[src/rtl/assert_macros.svh]
// assertion macros used by the top level rtl file
`ifndef ASSERT_MACROS_SVH
`define ASSERT_MACROS_SVH
`ifndef SYNTHESIS
`define TKSK_ASSERT(lbl, clk, rstn, prop) \
    lbl: assert property (@(posedge clk) disable iff (!(rstn)) (prop)) \
        else $error("tksk assertion failed");
`define TKSK_ASSERT_ALWAYS(lbl, clk, prop) \
    lbl: assert property (@(posedge clk) (prop)) \
        else $error("tksk assertion failed");
`else
`define TKSK_ASSERT(lbl, clk, rstn, prop)
`define TKSK_ASSERT_ALWAYS(lbl, clk, prop)
`endif
`endif

[src/rtl/tksk_pkg.sv]
// types and constants of the top-k score keeper
`timescale 1ns / 1ps
package tksk_pkg;

    localparam int CAPACITY_DEF = 100;

    localparam logic ACT_INSERT = 1'b0;
    localparam logic ACT_READ   = 1'b1;

    typedef struct packed {
        logic signed [31:0] profit;
        logic [15:0]        ratio;
        logic signed [47:0] score;
        logic [15:0]        fast;
        logic [15:0]        slow;
        logic [15:0]        candles;
    } t_rec;

    typedef struct packed {
        logic upd;
        logic full;
        t_rec rec;
    } t_bcast;

endpackage

[src/rtl/tksk_cell.sv]
// one slot of the sorted record chain
`timescale 1ns / 1ps
module tksk_cell (
    input  logic            i_clk,
    input  tksk_pkg::t_bcast i_bcast,
    input  logic            i_valid,
    input  tksk_pkg::t_rec  i_prev_rec,
    input  logic            i_prev_le,
    input  tksk_pkg::t_rec  i_next_rec,
    input  logic            i_next_lt,
    output tksk_pkg::t_rec  o_rec,
    output logic            o_le,
    output logic            o_lt
);

    tksk_pkg::t_rec r_rec;
    tksk_pkg::t_rec n_rec;

    assign o_le  = i_valid && (r_rec.score <= i_bcast.rec.score);
    assign o_lt  = r_rec.score < i_bcast.rec.score;
    assign o_rec = r_rec;

    always_comb begin
        n_rec = r_rec;
        if (i_bcast.upd) begin
            if (!i_bcast.full) begin
                // append: shift up past the insertion point
                if (!o_le) begin
                    n_rec = i_prev_le ? i_bcast.rec : i_prev_rec;
                end
            end else begin
                // replace lowest: shift down below the insertion point
                if (i_next_lt) begin
                    n_rec = i_next_rec;
                end else if (o_lt) begin
                    n_rec = i_bcast.rec;
                end
            end
        end
    end

    always_ff @(posedge i_clk) begin
        r_rec <= n_rec;
    end

endmodule

[config.mk]
export PLATFORM = sky130hd
export DESIGN_NAME = tksk_cell
export DESIGN_NICKNAME = d
export VERILOG_FILES = /design/src/rtl/assert_macros.svh /design/src/rtl/tksk_pkg.sv /design/src/rtl/tksk_cell.sv
export SDC_FILE = /design/constraint.sdc
export NUM_CORES = 1
export LEC_CHECK = 0
export ABC_AREA = 1
export BUFFER_PORTS_ARGS = -buffer_cell sky130_fd_sc_hd__clkbuf_2
export CORE_AREA = 5 5 222 224
export DETAILED_ROUTE_END_ITERATION = 12
export DIE_AREA = 0 0 227 229
export SKIP_LAST_GASP = 1
export SLEW_MARGIN = 20
export SYNTH_ARGS = -nofsm -noshare
export SYNTH_HDL_FRONTEND = slang
export SYNTH_SLANG_ARGS = --single-unit
export TNS_END_PERCENT = 5
[constraint.sdc]
create_clock -name i_clk -period 14.1 [get_ports i_clk]
set_input_delay 2.115 -clock i_clk [delete_from_list [all_inputs] [get_ports i_clk]]
set_output_delay 2.115 -clock i_clk [all_outputs]
set_load 0.01 [all_outputs]
* Yosys cells after proc, flatten, opt, wreduce, memory -nomap -nowiden
Cells that the tools add are included.
** Cells by class
- Order comparisons :: 2
- Equal/unequal tests :: 2
- Mux-type cells :: 5
- Reduce and logical (&&, ||, !) cells :: 2
** Operators by type and width (number)
- $mux 144 :: 5
- $le 48x48->1 :: 1
- $lt 48x48->1 :: 1
- $ne 3x1->1 const B :: 1
- $reduce_and 3->1 :: 1
- $ne 2x2->1 const B :: 1
- $logic_and 1x1->1 :: 1
** Word-level totals
- Flip-flop bits (word level) :: 144
- Bits of input ports :: 438
- Output and inout bits :: 146
- Logic and storage cells :: 17

* Longest topological paths before layout
Gate-level depths: netlist (run 1).
- Depth after elaboration :: 4
- Mapped depth :: 19
- Gate-level depth less buffers :: 19

* Least setup slack after synthesis (run 1)
OpenSTA, ideal clock, no wires.
- Kind :: input port to flip-flop
- From :: input i_bcast[95] in the netlist's numbering
- To :: register r_rec (netlist bit o_rec[0]) (enable)
- Library setup time :: 497 ps
- Arrival time :: 6072 ps
- Data required time :: 13603 ps
- Path slack :: 7531 ps
- Stages on the path :: 14
- Path buffers :: 0
- Cell sequence :: inv_1 ha_1 nand4_1 nor2_1 nand3_1 nor2_2 nand2_1 nand3_1 nand2_2 nand3_1 nand2_1 inv_1 nand2_1 inv_1
** Between the ends
- Cells in the longest elaborated chain, start to end :: 4
- Elaborated cells between the ends (all ways) :: 6
- Classes of those cells :: 2 x order compare; 2 x eq/ne; 2 x reduce/logical
** Ends and longest elaborated chain
- start: declaration :: line tksk_cell.sv:5 : input tksk_pkg::t_bcast i_bcast,
- $le 48x48->1 :: line tksk_cell.sv:19 : assign o_le = i_valid && (r_rec.score <= i_bcast.rec.score);
- $logic_and 1x1->1 :: line tksk_cell.sv:19
- $ne 2x2->1 (no line)
- $reduce_and 3->1 (no line) *
- end signal: assignment :: line tksk_cell.sv:43 : r_rec <= n_rec;
- end: declaration :: line tksk_cell.sv:16 : tksk_pkg::t_rec r_rec;
Mark *: on every way between the ends. The rest lies on a longest branch, timed or not.
A chain may end at the register's enable or synchronous reset.

* Worst setup path in the final report (run 1)
- From :: input i_bcast[95] in the netlist's numbering
- To :: output o_le
** Between the ends
- Cells in the longest elaborated chain, start to end :: 2
** Ends and longest elaborated chain
- $le 48x48->1 :: line tksk_cell.sv:19
- $logic_and 1x1->1 :: line tksk_cell.sv:19
- end: declaration :: line tksk_cell.sv:12 : output logic o_le,
Every way passes these cells.

==> metrics, run 1 <==
outcome finished clean; clock buffer depth 2; max reg flops 144; Levels on crit path 14; ANT cells 0; slowest cell on the critical path ha_1; Layout area overhead 41.5%; final std cells w/o fill 2,341; HPWL Detailed 32,500 µm; Comb power frac 24.6%; worst hold path type reg2reg; Worst Path Buf+Inv 4; crit-path most repeated cell nand3_1; largest net degree at the start of global routing between 100 and 150; Cells after DPL about 2,300; Hold EP o_rec[4]$_DFFE_PP_; Rel. slew slack 29.6%; Cell Pwr Density between 90 and 100 nW/µm²; Fin. Hold Viols 0; Clock transition at path regs 0.06 ns; maxcap violations 0; CTS resizes 0; share of the synthesized area in the top cell type around 45%; H-Tree Depth 4; Net Sw Frac 31.2%; total number of vias 11,100; Initial DRC Count 720; Vias/cell 4.75; period utilization 42.5%; sequential fraction of the synthesis area 45.4%; hold wc startpoint o_rec[95]$_DFFE_PP_; Sink Count 144; Final TNS setup 0 ns; Worst setup SP type input port; Least-Margin Pin Slew 1.06 ns; drt wl/cell between 15 and 20 µm; clock skew 0.0106 ns; cts hold-fix bufs 0; vias in the first global route between 10,000 and 15,000; RSZ-0062 raised after global routing no; crit end category output pin; All-Layer GR Usage about 16%; die width 227 µm; top achievable clock speed 0.167 GHz; Pleak 6.16 nW; Synth cell types 23; Final Max Slew Viols 0; Crit path required time roughly 12 ns; Std-Cell Rows 80; Netlist Area Pre-Place 9530 µm²; DRC viols 0; clk root buf clkbuf_16; Psw 0.417 mW; I/O Buffers 583; layout cells sized above 1 36.5%; CTS Buf Count 17; Max FO, Critical Path 5; clock latency on the worst-skew pair 0.46 ns; maximum VDD drop 0.0000490 V; max incr delay on CP 0.37 ns; Post-CTS Setup Inserts 0; # setup viols final 0; Yosys top cell by area edfxtp_1; internal cell power 0.918 mW; critical path, cell by cell clkbuf_2 > inv_1 > ha_1 > nand4_1 > nor2_1 > nand3_1 > nor2_2 > nand2_1 > nand3_1 > nand2_2 > nand3_1 > nand2_1 > inv_1 > clkbuf_2; Post-Syn Area per Cell around 8 µm²; worst reg2reg path depth 12; initial antenna violation count 3; Reg power frac 41.4%; TritonCTS clock tree done; final wirelength 42,600 µm; Routed Antenna Nets 0; gpl congestion approximately 0.94; First-pass DRT Iterations 5; Mapped Cells 1,195; Remaining Overflow, GRT 0; # nets final 2,199; Floorplan Core Area 47,100 µm²; first-pass GRT wire length 62,600 µm; critical path arrival between 3 and 4 ns; Clk network pwr share 34.0%; Chip Height approximately 230 µm; Ys Warns 0; reg2reg end o_rec[12]$_DFFE_PP_; R2R Setup Slk 10.37 ns; Starting Density around a fifth; syn nets 1,681; Final min period 5.99 ns; synth top area cells edfxtp_1 (45%), o21ai_0 (17%), nor2_1 (10%), o22ai_1 (6.4%), ha_1 (6.3%); DIE AREA 52,000 µm²; WS Path Type in2out; CP top delay family simple AND/OR/NAND/NOR gates; register bit total from synthesis 144; Ports 584; WHS Path Cells 8; Power Total 1.33 mW; Reg-to-Reg Start o_rec[78]$_DFFE_PP_
## cells in the final DEF (no fill, tap or decap), drive strengths merged, types with 9 or more instances in the layout
master  netlist  layout
edfxtp      144     144
inv          70      72
ha           48      48
buf          25      13
o22ai        97      97
o21ai       337     337
nand2        63      63
a21oi        65      65
nand3         9       9
clkbuf       69     597
nor2        259     259
## logic make-up after synthesis
group	count (synthesis)	synth area share (%)
AOI/OAI and AO/OA	503	27.8
adders and majority gates	48	6.30
buffers and inverters	164	6.92
DFF	144	45.4
and+or+nand+nor	336	13.6
## synthesized netlist by cell type, drive strengths merged
| library cell | number |
|---|---|
| o21a | 1 |
| clkbuf | 69 |
| o22ai | 97 |
| ha | 48 |
| inv | 70 |
| nand4 | 5 |
| nor2 | 259 |
| edfxtp | 144 |
| nand3 | 9 |
| a21o | 3 |
| o21ai | 337 |
| buf | 25 |
| a21oi | 65 |
| nand2 | 63 |
## worst register-to-register path: cells and delay by family (launching register included)
kind | cells | cell delay, ns
and+or+nand+nor | 9 | 1.16
buffers and inverters | 2 | 1.29
adders and majority gates | 1 | 0.34
DFF | 1 | 0.48
## final cells by class
| cell class | count | area [µm²] |
|---|---|---|
| Multi-Input combinational cell | 887 | 4550 |
| Timing Repair Buffer | 593 | 3000 |
| Clock buffer | 17 | 425 |
| Fill cell | 5101 | 33700 |
| Sequential cell | 144 | 4320 |
| Clock inverter | 15 | 144 |
| Inverter | 70 | 278 |
| Tap cell | 615 | 769 |
## worst max path at each step
stage | slack, ns | from | end
6_report | 8.11 | i_bcast[95] | o_le
2_1_floorplan | 7.53 | i_bcast[95] | o_rec[0]$_DFFE_PP_
3_3_place_gp | 8.05 | i_bcast[51] | o_le
5_1_grt | 7.85 | i_bcast[95] | o_le
4_1_cts | 8.03 | i_bcast[95] | o_le
3_5_place_dp | 8.06 | i_bcast[95] | o_le
## through the flow
| step | utilization [%] | setup slack [ns] | instance area, µm² | hold slack, ns |
|---|---|---|---|---|
| detailed placement | 27.4 | 8.06 | 12900 | 1.62 |
| finish | 28.6 | 8.11 | 13500 | 1.54 |
| global route | 28.6 | 7.85 | 13500 | 1.73 |
| CTS | 28.6 | 8.03 | 13500 | 1.64 |
| global placement | 27.4 | 8.05 | 12900 | 1.59 |
| floorplan | - | 7.53 | 9530 | 2.32 |
## metal layers
layer / part of all wire (%) / GRT usage (%) / up-vias / wire length (µm)
li1: - / - / 5301 / -
met1: 39 / 18.3 / 5160 / 16500
met2: 49 / 26.3 / 574 / 20800
met3: 9.1 / 5.10 / 73 / 3860
met4: 3.4 / 6.22 / 4 / 1440
met5: 0.063 / 0 / - / 27
## power groups by stage
stage | Sequential (mW) | Clock [mW] | Combinational, mW
2_1_floorplan | 0.582 | 0 | 0.142
3_3_place_gp | 0.560 | 0 | 0.328
3_5_place_dp | 0.562 | 0 | 0.333
4_1_cts | 0.553 | 0.471 | 0.334
5_1_grt | 0.556 | 0.490 | 0.368
6_report | 0.552 | 0.454 | 0.329
Power figures use the tool's default switching activity.
==> run 2, diff against run 1 <==
--- a/config.mk
+++ b/config.mk
@@ -5,11 +5,11 @@
 export SDC_FILE = /design/constraint.sdc
 export NUM_CORES = 1
 export LEC_CHECK = 0
-export ABC_AREA = 1
+export ABC_AREA = 0
 export BUFFER_PORTS_ARGS = -buffer_cell sky130_fd_sc_hd__clkbuf_2
-export CORE_AREA = 5 5 222 224
+export CORE_AREA = 5 5 225 227
 export DETAILED_ROUTE_END_ITERATION = 12
-export DIE_AREA = 0 0 227 229
+export DIE_AREA = 0 0 230 232
 export SKIP_LAST_GASP = 1
 export SLEW_MARGIN = 20
 export SYNTH_ARGS = -nofsm -noshare
==> constraint.sdc (replaced) <==
create_clock -name i_clk -period 5.7 [get_ports i_clk]
set_input_delay 0.855 -clock i_clk [delete_from_list [all_inputs] [get_ports i_clk]]
set_output_delay 0.855 -clock i_clk [all_outputs]
set_load 0.01 [all_outputs]
==> run 2 against run 1 <==
Net effect:
- synthesized area grew 2.8%
- sequential share of layout area shrank 1.1 points
- utilization grew 0.23 points
- global-route usage shrank 2.4 points
- routed wire length shrank 13%
- synthesized cell count shrank 22%
- largest power group unchanged
- sequential power grew 140%
- critical endpoint unchanged
- combinational power grew 150%
- critical path depth shrank 3
- clock skew shrank 0.00059 ns
==> metrics, run 2 <==
clk root buf clkbuf_16 (unchanged); post-place setup slack 1.50 ns (was 8.06 ns); Final TNS setup 0 ns (unchanged); total number of vias 9,515 (was 11,100); Std-Cell Rows 81 (was 80); worst reg2reg path depth 9 (was 12); Post-CTS Setup Inserts 0 (unchanged); Net Sw Frac 29.0% (was 31.2%); First-pass DRT Iterations 5 (unchanged); TritonCTS clock tree done (unchanged); internal cell power 2.35 mW (was 0.918 mW); Netlist Area Pre-Place 9800 µm² (was 9530 µm²); Sink Count 144 (unchanged); worst hold slack 0.721 ns (was 1.54 ns); RSZ-0062 raised after global routing no (unchanged); CTS resizes 0 (unchanged); CTS Buf Count 17 (unchanged); count leader, synth edfxtp_1 (was o21ai_0); Post-Syn Area per Cell 10.5 µm² (was 7.98 µm²); DIE AREA 53,400 µm² (was 52,000 µm²); maximum VDD drop 0.000142 V (was 0.0000490 V); Ports 584 (unchanged); largest net degree at the start of global routing 173 (was 106); Starting Density 20.2% (about the same); ys flop type edfxtp_1 (unchanged); clock skew 0.00996 ns (was 0.0106 ns); clock buffer depth 2 (unchanged); Power Total 3.31 mW (was 1.33 mW); WHS Path Cells 2 (was 8); H-Tree Depth 4 (unchanged); syn nets 1,421 (was 1,681); Rel. slew slack 39.1% (was 29.6%); placed cell area 13,400 µm² (was 12,900 µm²); outcome finished clean (unchanged); clock latency on the worst-skew pair 0.44 ns (was 0.46 ns); final std cells w/o fill 2,107 (was 2,341); Clock transition at path regs 0.06 ns (about the same); Clk network pwr share 34.6% (was 34.0%); Pleak 6.35 nW (was 6.16 nW); Routed Antenna Nets 0 (unchanged); Mapped Cells 935 (was 1,195); Crit path required time 4.85 ns (was 11.98 ns); hold wc startpoint i_next_rec[58] (was o_rec[95]$_DFFE_PP_); Max FO, Critical Path 3 (was 5); R2R Setup Slk 2.14 ns (was 10.37 ns); Reg-to-Reg Start o_rec[91]$_DFFE_PP_ (was o_rec[78]$_DFFE_PP_); final wirelength 37,100 µm (was 42,600 µm); Yosys top cell by area edfxtp_1 (unchanged); Synth cell types 35 (was 23); commonest cells after routing, fill and taps aside clkbuf_2 (580), edfxtp_1 (144), a21oi_1 (143), nor2b_1 (125), a211oi_1 (124) (was clkbuf_2 (580), o21ai_0 (325), nor2_1 (258), edfxtp_1 (144), o22ai_1 (97)); # setup viols final 0 (unchanged); Cells after DPL 2,074 (was 2,309); Cell Pwr Density 237 nW/µm² (was 99.0 nW/µm²); Floorplan Core Area 48,400 µm² (was 47,100 µm²); Vias/cell 4.52 (was 4.75); register bit total from synthesis 144 (unchanged); Remaining Overflow, GRT 0 (unchanged); initial antenna violation count 4 (was 3); drt wl/cell 17.6 µm (was 18.2 µm); I/O Buffers 583 (unchanged); die width 230 µm (was 227 µm); vias in the first global route 9,716 (was 11,000); maxcap violations 0 (unchanged); Reg power frac 40.7% (was 41.4%); Fin. Hold Viols 0 (unchanged); HPWL Detailed 30,800 µm (was 32,500 µm); Ys Warns 0 (unchanged); gpl congestion 0.938 (was 0.935); Psw 0.961 mW (was 0.417 mW); Chip Height 232 µm (was 229 µm); synth top area cells edfxtp_1 (44%), mux2i_1 (13%), a211oi_1 (9.5%), nor2b_1 (8.0%), a21oi_1 (7.3%) (was edfxtp_1 (45%), o21ai_0 (17%), nor2_1 (10%), o22ai_1 (6.4%), ha_1 (6.3%)); fin area 14,000 µm² (was 13,500 µm²); Initial DRC Count 374 (was 720); Final min period 3.88 ns; All-Layer GR Usage 13.2% (was 15.6%); max reg flops 144 (unchanged); Setup WS post-layout 1.82 ns (was 8.11 ns); crit end category output pin (unchanged); share of the synthesized area in the top cell type 44.1% (was 45.4%); first-pass GRT wire length 54,900 µm (was 62,600 µm); period utilization 68.0%; top achievable clock speed between 0.2 and 0.3 GHz; final core utilization 28.8% (was 28.6%); Layout area overhead 42.6% (was 41.5%); layout cells sized above 1 42.8% (was 36.5%); Hold EP o_rec[58]$_DFFE_PP_ (was o_rec[4]$_DFFE_PP_); Post-synth EDFFs 144 (unchanged); commonest non-fill, non-tap cell in the layout clkbuf_2 (unchanged); Worst setup SP type input port (unchanged); Worst Setup SP i_bcast[91] (was i_bcast[95]); WS Path Type in2out (unchanged); sequential fraction of the synthesis area 44.1% (was 45.4%); # nets final 1,957 (was 2,199); Least-Margin Pin Slew 0.912 ns (was 1.06 ns); Final Max Slew Viols 0 (unchanged); cts hold-fix bufs 0 (unchanged); Comb power frac 24.7% (was 24.6%); commonest cells in the netlist edfxtp_1 (144), a21oi_1 (143), nor2b_1 (125) (was o21ai_0 (325), nor2_1 (258), edfxtp_1 (144)); worst hold path type in2reg (was reg2reg); Async S/R FF share, synth 0% (unchanged); reg2reg end o_rec[136]$_DFFE_PP_ (was o_rec[12]$_DFFE_PP_); critical path arrival 3.02 ns (was 3.87 ns); DRC viols 0 (unchanged)
## run 2: layout make-up
class,count,area [µm²]
multi-input cells,665,5010
inverters,48,180
diodes,1,2.50
clock buffers,18,429
clock inverters,14,168
flip-flops and latches,144,4320
repair buffers,595,3080
well taps,622,778
fillers,5104,34500
## run 2: routing by layer
| metal | vias to the layer above | part of all wire [%] | global-route usage [%] |
|---|---|---|---|
| met5 | - | 0.054 | 0 |
| met4 | 2 | 2.5 | 4.65 |
| met3 | 42 | 8.0 | 4.41 |
| met2 | 381 | 49 | 22.7 |
| met1 | 4417 | 40 | 15.5 |
| li1 | 4673 | - | - |
## run 2: critical path: stages
cell and delay (ns):
clkbuf_2 0.10, inv_1 0.04, ha_1 0.32, a21oi_1 0.16, o21a_1 0.18, o2bb2ai_1 0.10, nor4_1 0.68, a2111oi_4 0.12
a31oi_2 0.23, nor2b_1 0.07, clkbuf_2 0.14
## run 2: worst max-delay path by stage
stage	end	slack (ns)	cells after the start
floorplan	o_rec[0]$_DFFE_PP_	0.90	8
global placement	o_rec[135]$_DFFE_PP_	1.54	11
detailed placement	o_rec[135]$_DFFE_PP_	1.50	11
CTS	o_le	1.77	11
global route	o_le	1.68	11
finish	o_le	1.82	11
## run 2: cells by family (layout without fill, tap and decap cells)
logic type / Yosys count / count (layout) / share of synthesized area, %
AND/OR/NAND/NOR: 188 / 188 / 11.7
AO/OA/AOI/OAI: 306 / 306 / 20.7
multiplexers: 123 / 123 / 12.6
flip-flops: 144 / 144 / 44.1
adder cells (fa/ha/maj): 48 / 48 / 6.13
other: 0 / 1 / 0
buffers and inverters: 126 / 675 / 4.84
## run 2: power by group through the flow
stage	logic (mW)	registers, mW	clock network [mW]
5_1_grt	0.906	1.36	1.23
3_5_place_dp	0.827	1.37	0
6_report	0.818	1.35	1.15
2_1_floorplan	0.375	1.42	0
3_3_place_gp	0.816	1.37	0
4_1_cts	0.830	1.35	1.19
==> run 3, diff against run 2 <==
==> constraint.sdc (replaced) <==
create_clock -name i_clk -period 3.1 [get_ports i_clk]
set_input_delay 0.465 -clock i_clk [delete_from_list [all_inputs] [get_ports i_clk]]
set_output_delay 0.465 -clock i_clk [all_outputs]
set_load 0.01 [all_outputs]
==> run 3 against run 2 <==
Net effect:
- the flow now finishes with violations (setup timing)
- largest power group unchanged
- first-iteration DRC count up 5.6%
- count of clock-buffer cells in the layout is 1 higher
- non-clock buffer count grew 70
- largest cell class unchanged
- highest routed layer unchanged
- hold slack got worse by 0.41 ns
- setup slack got worse by 2.0 ns
- flip-flop and latch count is the same
- sequential power up 84%
- global-route usage is 1.0 points higher
==> metrics, run 3 (synthesis gave the netlist of run 2 again) <==
outcome finished, violations left (was finished clean); failing checks setup timing; RSZ-0062 raised after global routing yes (was no); placed cell area 14,000 µm² (was 13,400 µm²); max incr delay on CP 0.50 ns (was 0.68 ns); R2R Setup Slk 0.03 ns (was 2.14 ns); worst hold slack 0.308 ns (was 0.721 ns); Max FO, Critical Path 2 (was 3); final wirelength 39,700 µm (was 37,100 µm); Clk network pwr share 32.1% (was 34.6%); Remaining Overflow, GRT 0 (unchanged); clock buffer depth 2 (unchanged); Chip Height 232 µm (unchanged); Rel. slew slack 45.6% (was 39.1%); period utilization 107%; max reg flops 144 (unchanged); I/O Buffers 583 (unchanged); Setup crit end o_le (unchanged); All-Layer GR Usage 14.3% (was 13.2%); # nets final 2,027 (was 1,957); # setup viols final 2 (was 0); commonest non-fill, non-tap cell in the layout clkbuf_2 (unchanged); DRC viols 0 (unchanged); layout cells sized above 1 47.1% (was 42.8%); maxcap violations 0 (unchanged); commonest cells after routing, fill and taps aside clkbuf_2 (578), edfxtp_1 (144), a21oi_1 (138), nor2b_1 (124), a211oi_1 (124) (was clkbuf_2 (580), edfxtp_1 (144), a21oi_1 (143), nor2b_1 (125), a211oi_1 (124)); reg2reg end o_rec[114]$_DFFE_PP_ (was o_rec[136]$_DFFE_PP_); Std-Cell Rows 81 (unchanged); TritonCTS clock tree done (unchanged); DIE AREA 53,400 µm² (unchanged); worst reg2reg path depth 13 (was 9); crit end category output pin (unchanged); fin area 14,800 µm² (was 14,000 µm²); H-Tree Depth 4 (unchanged); Cell Pwr Density 419 nW/µm² (was 237 nW/µm²); Ports 584 (unchanged); CTS Buf Count 17 (unchanged); Net Sw Frac 29.3% (was 29.0%); Starting Density 20.2% (unchanged); Clock transition at path regs 0.06 ns (about the same); Filler Cells Inserted 5,099 (was 5,104); Floorplan Core Area 48,400 µm² (unchanged); total number of vias 9,905 (was 9,515); die width 230 µm (unchanged); Layout area overhead 50.5% (was 42.6%); critical path arrival 2.84 ns (was 3.02 ns); Worst Setup SP o_rec[94]$_DFFE_PP_ (was i_bcast[91]); Comb power frac 27.6% (was 24.7%); First-pass DRT Iterations 5 (unchanged); Cells after DPL 2,131 (was 2,074); Reg power frac 40.3% (was 40.7%); drt wl/cell 18.2 µm (was 17.6 µm); slowest cell on the critical path o41a_1 (was nor4_1); clk root buf clkbuf_16 (unchanged); final std cells w/o fill 2,178 (was 2,107); clock latency on the worst-skew pair 0.47 ns (was 0.44 ns); Reg-to-Reg Start o_rec[79]$_DFFE_PP_ (was o_rec[91]$_DFFE_PP_); Sink Count 144 (unchanged); WS Path Type reg2out (was in2out); Worst setup SP type register (was input port); initial antenna violation count 8 (was 4); largest net degree at the start of global routing 158 (was 173); Routed Antenna Nets 0 (unchanged); post-place setup slack -0.131 ns (was 1.50 ns); internal cell power 4.37 mW (was 2.35 mW); Pleak 6.73 nW (was 6.35 nW); crit-path most repeated cell buf_4 (was clkbuf_2); HPWL Detailed 33,100 µm (was 30,800 µm); first-pass GRT wire length 58,300 µm (was 54,900 µm); top achievable clock speed 0.303 GHz; maximum VDD drop 0.000270 V (was 0.000142 V); Least-Margin Pin Slew 0.816 ns (was 0.912 ns); Initial DRC Count 395 (was 374); Setup WS post-layout -0.205 ns (was 1.82 ns); Power Total 6.18 mW (was 3.31 mW); Fin. Hold Viols 0 (unchanged); vias in the first global route 10,200 (was 9,716); Vias/cell 4.55 (was 4.52); Psw 1.81 mW (was 0.961 mW); Final min period ~3.3 ns; worst hold path type in2reg (unchanged); cts hold-fix bufs 0 (unchanged); clock skew 0.0110 ns (was 0.00996 ns); Final Max Slew Viols 0 (unchanged); Crit path required time 2.63 ns (was 4.85 ns); gpl congestion 0.920 (was 0.938); critical path, cell by cell ha_4 > buf_4 > a21oi_2 > nand2_1 > o41a_1 > a2111oi_4 > a31oi_2 > buf_4 > nor2b_2 > buf_2 (was clkbuf_2 > inv_1 > ha_1 > a21oi_1 > o21a_1 > o2bb2ai_1 > nor4_1 > a2111oi_4 > a31oi_2 > nor2b_1 > clkbuf_2)
-- run 3: worst min path at each step --
stage / startpoint / endpoint / slack, ns / depth (start not counted)
6_report: i_next_rec[53] / o_rec[53]$_DFFE_PP_ / 0.31 / 2
5_1_grt: i_prev_rec[142] / o_rec[142]$_DFFE_PP_ / 0.28 / 2
4_1_cts: i_prev_rec[57] / o_rec[57]$_DFFE_PP_ / 0.25 / 2
3_5_place_dp: i_prev_rec[57] / o_rec[57]$_DFFE_PP_ / 0.78 / 2
3_3_place_gp: i_next_rec[53] / o_rec[53]$_DFFE_PP_ / 0.77 / 2
2_1_floorplan: i_next_rec[49] / o_rec[49]$_DFFE_PP_ / 0.68 / 1
-- run 3: through the flow --
stage               util [%]  setup TNS (ns)
floorplan                  -          -72.48
global placement        28.9          -10.31
detailed placement      28.9          -12.35
CTS                     30.2          -0.642
global route            30.5           -8.90
finish                  30.5          -0.313
-- run 3: power groups by stage --
stage | sequential (mW) | clock (mW) | combinational, mW
global route | 2.51 | 2.13 | 1.87
finish | 2.49 | 1.98 | 1.70
CTS | 2.50 | 2.04 | 1.70
detailed placement | 2.54 | 0 | 1.67
floorplan | 2.61 | 0 | 0.721
global placement | 2.53 | 0 | 1.65
-- run 3: area by class of cell --
class	instances	area (µm²)	area share (%)
multi-input combinational	665	5230	35.5
sequential	144	4320	29.3
timing repair buffer	665	3680	24.9
tap	622	778	5.27
clock buffer	19	433	2.93
inverter	48	180	1.22
clock inverter	13	121	0.823
antenna	2	5.00	0.0339
-- run 3: worst max-delay path: cells and delay by family, from the launching register on --
kind | cells | cell delay, ns
DFF | 1 | 0.44
and+or+nand+nor | 2 | 0.18
buffers and inverters | 3 | 0.45
adders and majority gates | 1 | 0.25
AOI/OAI and AO/OA | 4 | 1.05
-- run 3: metal layers --
metal	routed length, µm	vias to the layer above	global-route usage (%)
met3	3100	61	4.83
li1	-	4804	-
met1	15900	4635	16.2
met2	19400	399	24.5
met5	36	-	0
met4	1290	6	6.16
-- run 3: repair_timing --
action,CTS,global route
buffers inserted,5,8
gates resized for setup,4,13
pin swaps,7,9
endpoints found under the setup margin,2,145
